### config.mk
export PLATFORM = sky130hd
export DESIGN_NAME = note_sequence_tone_generator
export DESIGN_NICKNAME = d
export VERILOG_FILES = /design/src/rtl/nstg_pkg.sv /design/src/rtl/note_sequence_tone_generator.sv
export SDC_FILE = /design/constraint.sdc
export NUM_CORES = 1
export LEC_CHECK = 0
export ABC_AREA = 1
export BUFFER_PORTS_ARGS = -buffer_cell sky130_fd_sc_hd__buf_2
export CAP_MARGIN = 20
export CORE_ASPECT_RATIO = 0.6
export CORE_MARGIN = 2
export CORE_UTILIZATION = 25
export CTS_CLUSTER_SIZE = 10
export DETAILED_ROUTE_END_ITERATION = 16
export GPL_TIMING_DRIVEN = 0
export PLACE_DENSITY = 0.37
export SLEW_MARGIN = 20
export SYNTH_ARGS = -nofsm -noshare
export SYNTH_HDL_FRONTEND = slang
export SYNTH_SLANG_ARGS = --single-unit
### constraint.sdc
create_clock -name clk -period 22.3 [get_ports clk]
set_input_delay 4.46 -clock clk [delete_from_list [all_inputs] [get_ports clk]]
set_output_delay 4.46 -clock clk [all_outputs]
set_load 0.1 [all_outputs]
### src/rtl/nstg_pkg.sv
// nstg_pkg: widths, codes, tune tables and constants for the note sequence tone generator
// no dependencies; imported by note_sequence_tone_generator
package nstg_pkg;

  // default build parameters
  localparam int SAMPLE_RATE_HZ_DEF = 44100;
  localparam int MAX_PERIOD_DEF     = 1024;
  localparam int SINE_ENTRIES_DEF   = 1024;

  // fixed field widths
  localparam int SP_W       = 11;
  localparam int RC_W       = 16;
  localparam int NP_W       = 4;
  localparam int NOTE_W     = 4;
  localparam int TUNE_W     = 2;
  localparam int SMP_W      = 8;
  localparam int LEN_W      = 4;
  localparam int CFG_IDX_W  = 1;
  localparam int CFG_DATA_W = 8;
  localparam int POLY_W     = 17;
  localparam int FRAC_W     = 16;

  localparam logic [CFG_DATA_W-1:0] AMPLITUDE_RST = 8'd127;
  localparam logic [CFG_DATA_W-1:0] NOTE_UNIT_RST = 8'd50;

  // configuration register indexes
  localparam logic [CFG_IDX_W-1:0] CFG_AMPLITUDE = 1'd0;
  localparam logic [CFG_IDX_W-1:0] CFG_NOTE_UNIT = 1'd1;

  // input opcodes and tune selection
  localparam logic OP_TICK  = 1'b0;
  localparam logic OP_START = 1'b1;
  localparam logic [TUNE_W-1:0] SEL_NONE = 2'd3;

  localparam int NUM_TUNES      = 3;
  localparam int NOTES_PER_TUNE = 11;
  localparam int NUM_FREQ       = 10;

  // note frequency in Hz, Q16, for half steps -4..5 from A4
  localparam logic [31:0] FREQ_Q16 [NUM_FREQ] = '{
    32'd22887021, 32'd24247955, 32'd25689813, 32'd27217409, 32'd28835840,
    32'd30550508, 32'd32367136, 32'd34291786, 32'd36330882, 32'd38491228
  };

  typedef logic signed [NOTE_W-1:0] note_t;

  localparam note_t TUNE_NOTES [NUM_TUNES][NOTES_PER_TUNE] = '{
    '{-4'sd1, 4'sd0, -4'sd1, 4'sd0, 4'sd2, 4'sd0, 4'sd5, 4'sd0, 4'sd2, 4'sd0, -4'sd1},
    '{4'sd1, 4'sd0, -4'sd2, 4'sd0, -4'sd2, 4'sd0, -4'sd4, 4'sd0, -4'sd2, 4'sd0, -4'sd2},
    '{4'sd2, 4'sd0, 4'sd0, 4'sd0, 4'sd0, 4'sd0, 4'sd0, 4'sd0, 4'sd0, 4'sd0, 4'sd0}
  };

  localparam logic [LEN_W-1:0] TUNE_LENS [NUM_TUNES][NOTES_PER_TUNE] = '{
    '{4'd6, 4'd1, 4'd3, 4'd1, 4'd1, 4'd1, 4'd1, 4'd1, 4'd3, 4'd1, 4'd9},
    '{4'd6, 4'd1, 4'd3, 4'd1, 4'd1, 4'd1, 4'd1, 4'd1, 4'd3, 4'd1, 4'd9},
    '{4'd4, 4'd0, 4'd0, 4'd0, 4'd0, 4'd0, 4'd0, 4'd0, 4'd0, 4'd0, 4'd0}
  };

  localparam logic [NP_W-1:0] TUNE_COUNT [NUM_TUNES] = '{4'd11, 4'd11, 4'd1};

  // sine polynomial coefficients, Q16, innermost first
  localparam logic [POLY_W-1:0] POLY_COEF [5] = '{
    17'd11, 17'd307, 17'd5223, 17'd42334, 17'd102944
  };
  localparam logic [POLY_W-1:0] S_ONE = 17'd65536;

  // per-tune playback state, kept as one memory word
  typedef struct packed {
    logic              active;
    logic [TUNE_W-1:0] tune_id;
    logic [NP_W-1:0]   note_pos;
    logic [SP_W-1:0]   sample_pos;
    logic [SP_W-1:0]   period_len;
    logic [RC_W-1:0]   repeat_count;
    note_t             current_note;
  } tone_state_t;

endpackage

### src/rtl/note_sequence_tone_generator.sv
// note_sequence_tone_generator: top level of the sine tune player
// depends on nstg_pkg for state layout, tune tables and codes
//
// Plays one of three built-in tunes as a sine wave, one sample per tick item; a start
// item selects the tune (selection 3 stops playback). Items are handled one at a time.
// The playback state sits in a one-word synchronous memory that is read on the input
// transfer and written back when the result is loaded into the output register. A
// start, an idle tick or a tick on a silent note goes from the read state straight to
// the final state, where its result is loaded. A tick on a sounding note runs the
// bit-serial phase divider over DIV_W quotient bits (22 at default parameters). A phase
// of zero or in the negative half ends there and goes to the final state. Otherwise the
// folded phase is scaled to Q16 by a constant reciprocal multiply, a single 17x17
// multiplier steps through the sine polynomial and the amplitude scaling, and the
// result is loaded in the final state. The input is ready again in the
// cycle after a result is loaded, also while that result still waits in the output
// register; a result that is not taken holds back the load of the next one.
// Configuration must be written only while the block is idle; the block does not enforce it.
module note_sequence_tone_generator
  import nstg_pkg::*;
#(
  parameter int SAMPLE_RATE_HZ = SAMPLE_RATE_HZ_DEF,
  parameter int MAX_PERIOD     = MAX_PERIOD_DEF,
  parameter int SINE_ENTRIES   = SINE_ENTRIES_DEF
) (
  input  logic                  clk,
  input  logic                  rst_n,
  input  logic                  cfg_we,
  input  logic [CFG_IDX_W-1:0]  cfg_index,
  input  logic [CFG_DATA_W-1:0] cfg_wdata,
  input  logic                  in_valid,
  output logic                  in_ready,
  input  logic                  in_opcode,
  input  logic [TUNE_W-1:0]     in_song_select,
  output logic                  out_valid,
  input  logic                  out_ready,
  output logic [SMP_W-1:0]      out_sample,
  output logic                  out_playing,
  output logic                  out_done_res
);

  localparam int HALF  = SINE_ENTRIES / 2;
  localparam int QTR   = SINE_ENTRIES / 4;
  localparam int N1_W  = SP_W + $clog2(SINE_ENTRIES + 1);
  localparam int U_W   = $clog2(QTR + 1);
  localparam int N2_W  = U_W + FRAC_W;
  localparam int DIV_W = N1_W;
  localparam int CNT_W = $clog2(DIV_W + 1);

  // reciprocal for the constant quarter-wave division, exact over N2_W-bit numerators
  localparam int RCP_SH = N2_W + $clog2(QTR);
  localparam int RCP_W  = N2_W + 1;
  localparam int PRD_W  = N2_W + RCP_W;
  localparam logic [63:0] RCP_M = ((64'd1 << RCP_SH) + 64'(QTR) - 64'd1) / 64'(QTR);
  localparam logic [RCP_W-1:0] RCP_K = RCP_W'(RCP_M);

  localparam logic [DIV_W-1:0] SINE_K = DIV_W'(SINE_ENTRIES);
  localparam logic [DIV_W-1:0] HALF_K = DIV_W'(HALF);
  localparam logic [DIV_W-1:0] QTR_K  = DIV_W'(QTR);
  localparam logic [CNT_W-1:0] DIV_LAST = CNT_W'(DIV_W);

  // sequencer states
  localparam logic [2:0] S_IDLE  = 3'd0;
  localparam logic [2:0] S_READ  = 3'd1;
  localparam logic [2:0] S_DIV1  = 3'd2;
  localparam logic [2:0] S_SCALE = 3'd3;
  localparam logic [2:0] S_POLY  = 3'd4;
  localparam logic [2:0] S_FIN   = 3'd5;

  // polynomial steps
  localparam logic [2:0] PS_SQ  = 3'd0;
  localparam logic [2:0] PS_H1  = 3'd1;
  localparam logic [2:0] PS_H2  = 3'd2;
  localparam logic [2:0] PS_H3  = 3'd3;
  localparam logic [2:0] PS_H4  = 3'd4;
  localparam logic [2:0] PS_ST  = 3'd5;
  localparam logic [2:0] PS_AMP = 3'd6;

  function automatic logic [SP_W-1:0] clamp_period(input logic [63:0] p);
    logic [63:0] c;
    c = p;
    if (c < 64'd1) c = 64'd1;
    if (c > 64'(MAX_PERIOD - 1)) c = 64'(MAX_PERIOD - 1);
    return SP_W'(c);
  endfunction

  localparam logic [63:0] RATE_Q16 = 64'(SAMPLE_RATE_HZ) * 64'd65536;

  localparam logic [SP_W-1:0] PERIOD_TAB [NUM_FREQ] = '{
    clamp_period(RATE_Q16 / 64'(FREQ_Q16[0])), clamp_period(RATE_Q16 / 64'(FREQ_Q16[1])),
    clamp_period(RATE_Q16 / 64'(FREQ_Q16[2])), clamp_period(RATE_Q16 / 64'(FREQ_Q16[3])),
    clamp_period(RATE_Q16 / 64'(FREQ_Q16[4])), clamp_period(RATE_Q16 / 64'(FREQ_Q16[5])),
    clamp_period(RATE_Q16 / 64'(FREQ_Q16[6])), clamp_period(RATE_Q16 / 64'(FREQ_Q16[7])),
    clamp_period(RATE_Q16 / 64'(FREQ_Q16[8])), clamp_period(RATE_Q16 / 64'(FREQ_Q16[9]))
  };

  // fetch the note at note_pos and its period; silence keeps the old period
  function automatic tone_state_t load_note(input tone_state_t s);
    tone_state_t       r;
    logic [TUNE_W-1:0] ti;
    logic [NP_W-1:0]   ni;
    logic signed [4:0] idx;
    r   = s;
    ti  = (s.tune_id == SEL_NONE) ? '0 : s.tune_id;
    ni  = (s.note_pos < NP_W'(NOTES_PER_TUNE)) ? s.note_pos : '0;
    r.current_note = TUNE_NOTES[ti][ni];
    idx = {r.current_note[NOTE_W-1], r.current_note} + 5'sd4;
    if (r.current_note != '0 && !idx[4] && idx <= 5'sd9) begin
      r.period_len = PERIOD_TAB[idx[3:0]];
    end
    r.sample_pos = '0;
    return r;
  endfunction

  logic [2:0]            state_r;
  logic [CFG_DATA_W-1:0] amp_r;
  logic [CFG_DATA_W-1:0] unit_r;

  // state memory, one entry
  tone_state_t state_mem [0:0];
  tone_state_t rd_q_r;
  logic        mem_vld_r;
  logic        rd_en;
  logic        wr_en;
  tone_state_t st_rd;

  logic        op_r;
  logic [TUNE_W-1:0] sel_r;
  logic        upd_r;
  tone_state_t cur_r;
  tone_state_t start_s;

  // divider
  logic [DIV_W-1:0] dv_num_r;
  logic [SP_W-1:0]  dv_rem_r;
  logic [SP_W-1:0]  dv_den_r;
  logic [CNT_W-1:0] dv_cnt_r;
  logic [SP_W:0]    dv_trial;
  logic             dv_ge;
  logic [SP_W-1:0]  dv_rem_nxt;
  logic [U_W-1:0]   u_val;

  // quarter-wave scaling
  logic [U_W-1:0]   u_r;
  logic [N2_W-1:0]  sc_num;
  logic [PRD_W-1:0] sc_prod;

  // polynomial
  logic [2:0]          poly_cnt_r;
  logic [POLY_W-1:0]   t_r;
  logic [POLY_W-1:0]   t2_r;
  logic [POLY_W-1:0]   r_r;
  logic [POLY_W-1:0]   s_r;
  logic [POLY_W-1:0]   mul_a;
  logic [POLY_W-1:0]   mul_b;
  logic [2*POLY_W-1:0] mul_p;
  logic [POLY_W-1:0]   prod_hi;
  logic [SMP_W-1:0]    smp_r;

  // tick update
  tone_state_t       fin_s;
  logic              fin_done;
  logic [SP_W-1:0]   sp1;
  logic [RC_W-1:0]   rc1;
  logic [NP_W-1:0]   np1;
  logic [TUNE_W-1:0] tsel;
  logic [NP_W-1:0]   nsel;
  logic [RC_W-1:0]   limit;
  logic              out_free;

  logic              out_valid_r;
  logic [SMP_W-1:0]  out_sample_r;
  logic              out_playing_r;
  logic              out_done_r;

  assign in_ready     = (state_r == S_IDLE);
  assign rd_en        = in_valid && in_ready;
  assign out_free     = !out_valid_r || out_ready;
  assign wr_en        = (state_r == S_FIN) && out_free;
  assign st_rd        = mem_vld_r ? rd_q_r : '0;

  assign out_valid    = out_valid_r;
  assign out_sample   = out_sample_r;
  assign out_playing  = out_playing_r;
  assign out_done_res = out_done_r;

  always_ff @(posedge clk) begin
    if (rd_en) rd_q_r <= state_mem[0];
    if (wr_en) state_mem[0] <= fin_s;
  end

  // start: restart the selected tune, or stop on the empty selection
  always_comb begin
    start_s = st_rd;
    if (sel_r != SEL_NONE) begin
      start_s.tune_id      = sel_r;
      start_s.note_pos     = '0;
      start_s.repeat_count = '0;
      start_s              = load_note(start_s);
      start_s.active       = 1'b1;
    end else begin
      start_s.active = 1'b0;
    end
  end

  // restoring divider, one quotient bit per cycle
  assign dv_trial   = {dv_rem_r, dv_num_r[DIV_W-1]};
  assign dv_ge      = (dv_trial >= {1'b0, dv_den_r});
  assign dv_rem_nxt = dv_ge ? SP_W'(dv_trial - {1'b0, dv_den_r}) : SP_W'(dv_trial);
  assign u_val      = (dv_num_r < QTR_K) ? U_W'(dv_num_r) : U_W'(HALF_K - dv_num_r);

  assign sc_num  = N2_W'(u_r) << FRAC_W;
  assign sc_prod = PRD_W'(sc_num) * PRD_W'(RCP_K);

  always_comb begin
    mul_a = t_r;
    mul_b = t_r;
    unique case (poly_cnt_r)
      PS_SQ: begin
        mul_a = t_r;
        mul_b = t_r;
      end
      PS_H1: begin
        mul_a = POLY_COEF[0];
        mul_b = t2_r;
      end
      PS_H2, PS_H3, PS_H4: begin
        mul_a = r_r;
        mul_b = t2_r;
      end
      PS_ST: begin
        mul_a = r_r;
        mul_b = t_r;
      end
      PS_AMP: begin
        mul_a = POLY_W'(amp_r);
        mul_b = s_r;
      end
      default: begin
        mul_a = t_r;
        mul_b = t_r;
      end
    endcase
  end

  assign mul_p   = (2*POLY_W)'(mul_a) * (2*POLY_W)'(mul_b);
  assign prod_hi = POLY_W'(mul_p >> FRAC_W);

  assign sp1   = cur_r.sample_pos + SP_W'(1);
  assign rc1   = cur_r.repeat_count + RC_W'(1);
  assign np1   = cur_r.note_pos + NP_W'(1);
  assign tsel  = (cur_r.tune_id == SEL_NONE) ? '0 : cur_r.tune_id;
  assign nsel  = (cur_r.note_pos < NP_W'(NOTES_PER_TUNE)) ? cur_r.note_pos : '0;
  assign limit = RC_W'(TUNE_LENS[tsel][nsel]) * RC_W'(unit_r);

  // period wrap, note advance and end of tune
  always_comb begin
    fin_s    = cur_r;
    fin_done = 1'b0;
    if (upd_r) begin
      if (sp1 >= cur_r.period_len) begin
        if (rc1 < limit) begin
          fin_s.sample_pos   = '0;
          fin_s.repeat_count = rc1;
        end else begin
          fin_s.repeat_count = '0;
          if (np1 < TUNE_COUNT[tsel]) begin
            fin_s.note_pos = np1;
            fin_s          = load_note(fin_s);
          end else begin
            fin_s.note_pos   = '0;
            fin_s.sample_pos = '0;
            fin_s.active     = 1'b0;
            fin_done         = 1'b1;
          end
        end
      end else begin
        fin_s.sample_pos = sp1;
      end
    end
  end

  always_ff @(posedge clk) begin
    if (!rst_n) begin
      amp_r  <= AMPLITUDE_RST;
      unit_r <= NOTE_UNIT_RST;
    end else if (cfg_we) begin
      unique case (cfg_index)
        CFG_AMPLITUDE: amp_r  <= cfg_wdata;
        CFG_NOTE_UNIT: unit_r <= cfg_wdata;
        default: ;
      endcase
    end
  end

  always_ff @(posedge clk) begin
    if (!rst_n) begin
      mem_vld_r <= 1'b0;
    end else if (wr_en) begin
      mem_vld_r <= 1'b1;
    end
  end

  always_ff @(posedge clk) begin
    if (!rst_n) begin
      state_r     <= S_IDLE;
      out_valid_r <= 1'b0;
    end else begin
      // a load in S_FIN takes precedence over the transfer of the old result
      if (out_ready && !wr_en) out_valid_r <= 1'b0;
      unique case (state_r)
        S_IDLE: begin
          if (rd_en) begin
            op_r    <= in_opcode;
            sel_r   <= in_song_select;
            state_r <= S_READ;
          end
        end
        S_READ: begin
          smp_r <= '0;
          upd_r <= (op_r == OP_TICK) && st_rd.active;
          if (op_r == OP_START) begin
            cur_r   <= start_s;
            state_r <= S_FIN;
          end else begin
            cur_r <= st_rd;
            if (st_rd.active && st_rd.current_note != '0 && st_rd.period_len != '0) begin
              dv_num_r <= DIV_W'(st_rd.sample_pos) * SINE_K;
              dv_den_r <= st_rd.period_len;
              dv_rem_r <= '0;
              dv_cnt_r <= '0;
              state_r  <= S_DIV1;
            end else begin
              state_r <= S_FIN;
            end
          end
        end
        S_DIV1: begin
          if (dv_cnt_r != DIV_LAST) begin
            dv_num_r <= {dv_num_r[DIV_W-2:0], dv_ge};
            dv_rem_r <= dv_rem_nxt;
            dv_cnt_r <= dv_cnt_r + CNT_W'(1);
          end else if (dv_num_r == '0 || dv_num_r >= HALF_K) begin
            state_r <= S_FIN;
          end else begin
            u_r     <= u_val;
            state_r <= S_SCALE;
          end
        end
        S_SCALE: begin
          // scale the folded phase to Q16 over a quarter wave
          t_r        <= POLY_W'(sc_prod >> RCP_SH);
          poly_cnt_r <= PS_SQ;
          state_r    <= S_POLY;
        end
        S_POLY: begin
          poly_cnt_r <= poly_cnt_r + 3'd1;
          unique case (poly_cnt_r)
            PS_SQ:               t2_r <= prod_hi;
            PS_H1, PS_H2, PS_H3, PS_H4: r_r <= POLY_COEF[poly_cnt_r] - prod_hi;
            PS_ST:               s_r  <= (prod_hi > S_ONE) ? S_ONE : prod_hi;
            PS_AMP: begin
              smp_r   <= (prod_hi > POLY_W'(255)) ? SMP_W'(255) : SMP_W'(prod_hi);
              state_r <= S_FIN;
            end
            default: state_r <= S_FIN;
          endcase
        end
        S_FIN: begin
          if (out_free) begin
            out_valid_r   <= 1'b1;
            out_sample_r  <= smp_r;
            out_playing_r <= fin_s.active;
            out_done_r    <= fin_done;
            state_r       <= S_IDLE;
          end
        end
        default: state_r <= S_IDLE;
      endcase
    end
  end

endmodule

==> report_table.html <==
<table>
<tr><th>Metric</th><th>Value</th></tr>
<tr><th colspan="2">Run status</th></tr>
<tr><td>Run status</td><td>complete, no violations</td></tr>
<tr><th colspan="2">Clock tree</th></tr>
<tr><td>CTS clock-pin slew for the worst setup and hold paths</td><td>70 ps</td></tr>
<tr><td>Hold-fix buffer count after cts</td><td>0</td></tr>
<tr><td>CTS H-tree lvls</td><td>2</td></tr>
<tr><td>Clk root buf</td><td>clkbuf_16</td></tr>
<tr><td>Cells resized by post-CTS repair</td><td>0</td></tr>
<tr><td>Number of buffers on the longest clock path</td><td>3</td></tr>
<tr><td>Clock tree from TritonCTS</td><td>built</td></tr>
<tr><td>Clock insertion delay at the later pin of the skew report</td><td>550 ps</td></tr>
<tr><td>Sink Count</td><td>311</td></tr>
<tr><td>Post-CTS Setup Bufs</td><td>0</td></tr>
<tr><td>Number of clock buffers inserted by TritonCTS</td><td>37</td></tr>
<tr><th colspan="2">Placed design</th></tr>
<tr><td>Dpl hpwl</td><td>approximately 70000 um</td></tr>
<tr><td>Count of input and output buffers</td><td>28</td></tr>
<tr><td>Last weighted congestion value of the routability-driven placer</td><td>0.873</td></tr>
<tr><td>Post-placement cell count</td><td>about 4500</td></tr>
<tr><th colspan="2">STA</th></tr>
<tr><td>Total negative slack</td><td>0 ps</td></tr>
<tr><td>Relative slew slack</td><td>22.5%</td></tr>
<tr><td>Fin crit share</td><td>49.5%</td></tr>
<tr><td>Total of endpoints with negative setup slack in the final report</td><td>0</td></tr>
<tr><td>Setup skew after layout</td><td>20.2 ps</td></tr>
<tr><td>Crit path time final</td><td>about 11000 ps</td></tr>
<tr><td>Slew Limit Fails</td><td>0</td></tr>
<tr><td>Max Clk Rate</td><td>90.7 MHz</td></tr>
<tr><td>Hold violation total from the final report</td><td>0</td></tr>
<tr><td>Worst-Margin Slew</td><td>1160 ps</td></tr>
<tr><td>Setup repair after global routing missed its margin</td><td>no</td></tr>
<tr><td>Final Hold Slack</td><td>407 ps</td></tr>
<tr><th colspan="2">Yosys</th></tr>
<tr><td>Post-synthesis cell count</td><td>3095</td></tr>
<tr><td>Part of the Yosys area used for sequential elements</td><td>34.3%</td></tr>
<tr><td>Count of warnings emitted by yosys</td><td>0</td></tr>
<tr><td>Cell area after synthesis</td><td>between 0.02 and 0.03 mm^2</td></tr>
<tr><td>Primary FF master, synth</td><td>edfxtp_1</td></tr>
<tr><td>Number of distinct library cells after synthesis</td><td>57</td></tr>
<tr><td>Share of synthesized flip-flops with an asynchronous set or reset</td><td>0%</td></tr>
<tr><td>Synthesized flop and latch total</td><td>311</td></tr>
<tr><td>Synth area leader</td><td>edfxtp_1</td></tr>
<tr><td>Number of nets in the synthesized netlist</td><td>3545</td></tr>
<tr><td>Syn_area_per_cell</td><td>8.59 um^2</td></tr>
<tr><td>Top post-synthesis cells by area</td><td>edfxtp_1, fa_1, inv_1</td></tr>
<tr><td>Share of the synthesized area in the top cell type</td><td>between 30% and 40%</td></tr>
<tr><td>EDFF count, synth</td><td>290</td></tr>
<tr><th colspan="2">Drt</th></tr>
<tr><td># DRC</td><td>0</td></tr>
<tr><td>Number of routed nets with antenna violations</td><td>0</td></tr>
<tr><td>Via count</td><td>19700</td></tr>
<tr><td>Via/cell ratio</td><td>between 4 and 5</td></tr>
<tr><td>Pre-Repair DR Iteration Count</td><td>6</td></tr>
<tr><td>Wire length reported by the detailed router</td><td>84900 um</td></tr>
<tr><td>Violation count after the first detailed-routing iteration</td><td>roughly 1500</td></tr>
<tr><td>Wire length per cell after detailed routing</td><td>18.4 um</td></tr>
<tr><th colspan="2">Final layout</th></tr>
<tr><td>Filler instances</td><td>between 10000 and 15000</td></tr>
<tr><td>Non-Filler Instances</td><td>~4600</td></tr>
<tr><td>Share of final-layout standard cells stronger than drive strength 1</td><td>approximately 5.5%</td></tr>
<tr><td>Multi-input gate area in the final layout</td><td>0.0144 mm^2</td></tr>
<tr><td>Total Nets Final</td><td>3624</td></tr>
<tr><td>Sequential cell area</td><td>0.00913 mm^2</td></tr>
<tr><td>Growth of design area from synthesis to finish</td><td>12.3%</td></tr>
<tr><th colspan="2">Worst setup path</th></tr>
<tr><td>Levels on crit path</td><td>37</td></tr>
<tr><td>Maximum net fanout on the critical path</td><td>10</td></tr>
<tr><td>Depth of the worst register-to-register path</td><td>37</td></tr>
<tr><td>CP max stage delay</td><td>920 ps</td></tr>
<tr><td>Crit path kind</td><td>flip-flop to flip-flop</td></tr>
<tr><td>R2R setup slack</td><td>11270 ps</td></tr>
<tr><td>WP data arrival</td><td>11310 ps</td></tr>
<tr><td>Cell type of the slowest stage on the worst timing path</td><td>clkbuf_1</td></tr>
<tr><td>Count of buffering cells on the critical path with inverters included</td><td>7</td></tr>
<tr><td>Kind of launch point of the worst setup path</td><td>flip-flop</td></tr>
<tr><td>Category of the worst setup path capture point</td><td>flip-flop</td></tr>
<tr><td>Family with the most delay on the worst path</td><td>adder cells</td></tr>
<tr><td>Worst setup path end</td><td>r_r[12]$_DFFE_PP_</td></tr>
<tr><td>Worst R2R Start</td><td>poly_cnt_r[0]$_SDFFCE_PN0P_</td></tr>
<tr><td>CP Data Required Time</td><td>22580 ps</td></tr>
<tr><td>Destination of the worst register-to-register timing path</td><td>r_r[12]$_DFFE_PP_</td></tr>
<tr><td>Crit. Startpoint</td><td>poly_cnt_r[0]$_SDFFCE_PN0P_</td></tr>
<tr><th colspan="2">Job</th></tr>
<tr><td>Number of max-capacitance violations reported</td><td>0</td></tr>
<tr><th colspan="2">Min path</th></tr>
<tr><td>Min-delay worst type</td><td>flip-flop to flip-flop</td></tr>
<tr><th colspan="2">Global route</th></tr>
<tr><td>Global-route total usage across every layer</td><td>15.6%</td></tr>
<tr><td>Number of antenna violations at the first check in global routing</td><td>3</td></tr>
<tr><td>Maximum number of pins on one net before global-route repair</td><td>23</td></tr>
<tr><td>Number of global-route vias before repair</td><td>18900</td></tr>
<tr><td>Global-route wire length before repair</td><td>127000 um</td></tr>
<tr><td>Grt ovf</td><td>0</td></tr>
<tr><th colspan="2">Floorplan</th></tr>
<tr><td>DIE WIDTH</td><td>approximately 430 um</td></tr>
<tr><td>Die Ht</td><td>257 um</td></tr>
<tr><td>Standard-cell rows</td><td>92</td></tr>
<tr><td>Full die area</td><td>0.109 mm^2</td></tr>
<tr><td>I/O pin count</td><td>29</td></tr>
<tr><td>Effective utilization at floorplan</td><td>25.3%</td></tr>
<tr><td>CORE AREA</td><td>0.105 mm^2</td></tr>
</table>
worst register-to-register path: cells and delay by family (launching register included):
kind / cells / cell delay, ps
adder cells (fa/ha/maj): 10 / 4330
XOR/XNOR: 2 / 360
AO/OA/AOI/OAI: 6 / 1920
flip-flops: 1 / 470
AND/OR/NAND/NOR: 12 / 2030
buffers and inverters: 7 / 1640
per-stage QoR:
stage          utilization [%]  setup WS (ps)  area (um^2)
3_3_place_gp              27.1          11290        28500
6_report                  28.4          11270        29900
5_1_grt                   28.4          10960        29900
3_5_place_dp              27.3          11560        28800
2_1_floorplan                -          14100        26600
4_1_cts                   28.4          11540        29900
metal layers:
layer	track usage, %	wire length (um)	vias up
met3	3.08	5200	53
li1	-	-	9759
met1	28.3	50600	9519
met4	1.55	706	0
met5	0	0	-
met2	18.0	28400	414
registers in the layout, summed over array words and instances, names as in the netlist, 2 cells and up:
register,count
amp_r,8
poly_cnt_r,3
sel_r,2
unit_r,8
dv_den_r,11
cur_r,49
t2_r,17
r_r,17
state_mem,49
dv_rem_r,11
dv_num_r,22
state_r,3
u_r,9
rd_q_r,49
smp_r,8
s_r,17
out_sample,8
dv_cnt_r,5
t_r,9
cell families (layout without fill, tap and decap cells):
| family | Yosys count | in the layout | synth area share, % |
|---|---|---|---|
| other | 0 | 1 | 0 |
| buffers and inverters | 811 | 918 | 11.7 |
| and+or+nand+nor | 1240 | 1240 | 19.5 |
| muxes | 1 | 1 | 0.0377 |
| AOI/OAI and AO/OA | 242 | 242 | 5.51 |
| xor gates and xnor gates | 57 | 57 | 1.96 |
| adders and majority gates | 433 | 433 | 27.0 |
| DFF | 311 | 311 | 34.3 |
area by class of cell:
class,count,area share (%)
Clock inverter,3,0.0838
Buffer,67,0.997
Sequential cell,311,30.6
Tap cell,1410,5.91
Timing Repair Buffer,40,1.17
Inverter,744,9.39
Multi-Input combinational cell,1973,48.3
Antenna cell,1,0.00838
Clock buffer,64,3.54
layout by cell type (no fill, tap or decap), types with 10 or more instances in the layout:
master	netlist	routed
clkinv_1	9	10
nor3_1	35	34
xnor2_1	12	12
o22ai_1	18	16
fa_1	235	235
inv_1	727	727
a21oi_1	82	80
edfxtp_1	290	290
dfxtp_1	21	21
nand4_1	31	31
buf_2	4	33
clkbuf_16	0	38
o21ai_0	70	70
nand3_1	129	129
ha_1	198	198
o21bai_1	11	11
nor2_1	256	250
xor2_1	42	42
nor2_2	10	13
clkbuf_1	56	81
nand2_2	17	17
nand2_1	725	725
a21oi_2	12	12
how the worst min path moves through the flow:
stage	start	to	slack, ps	cells past startpoint
finish	state_mem[0][45]$_DFFE_PP_	rd_q_r[45]$_DFFE_PP_	410	0
global placement	state_mem[0][16]$_DFFE_PP_	rd_q_r[16]$_DFFE_PP_	400	0
global route	state_mem[0][3]$_DFFE_PP_	rd_q_r[3]$_DFFE_PP_	420	0
floorplan	smp_r[0]$_SDFFCE_PN0P_	out_sample[0]$_DFFE_PP_	400	0
detailed placement	state_mem[0][19]$_DFFE_PP_	rd_q_r[19]$_DFFE_PP_	400	0
CTS	state_mem[0][45]$_DFFE_PP_	rd_q_r[45]$_DFFE_PP_	410	0
Yosys cell counts (21+ instances only):
cell,n
a21oi_1,82
fa_1,235
ha_1,198
nor3_1,35
clkbuf_1,56
nand2_1,725
nand3_1,129
inv_1,727
nor2_1,256
edfxtp_1,290
o21ai_0,70
dfxtp_1,21
nand4_1,31
xor2_1,42
Power is not shown: default switching activity piles up to over one toggle a cycle in this logic, so the estimate is an artifact.
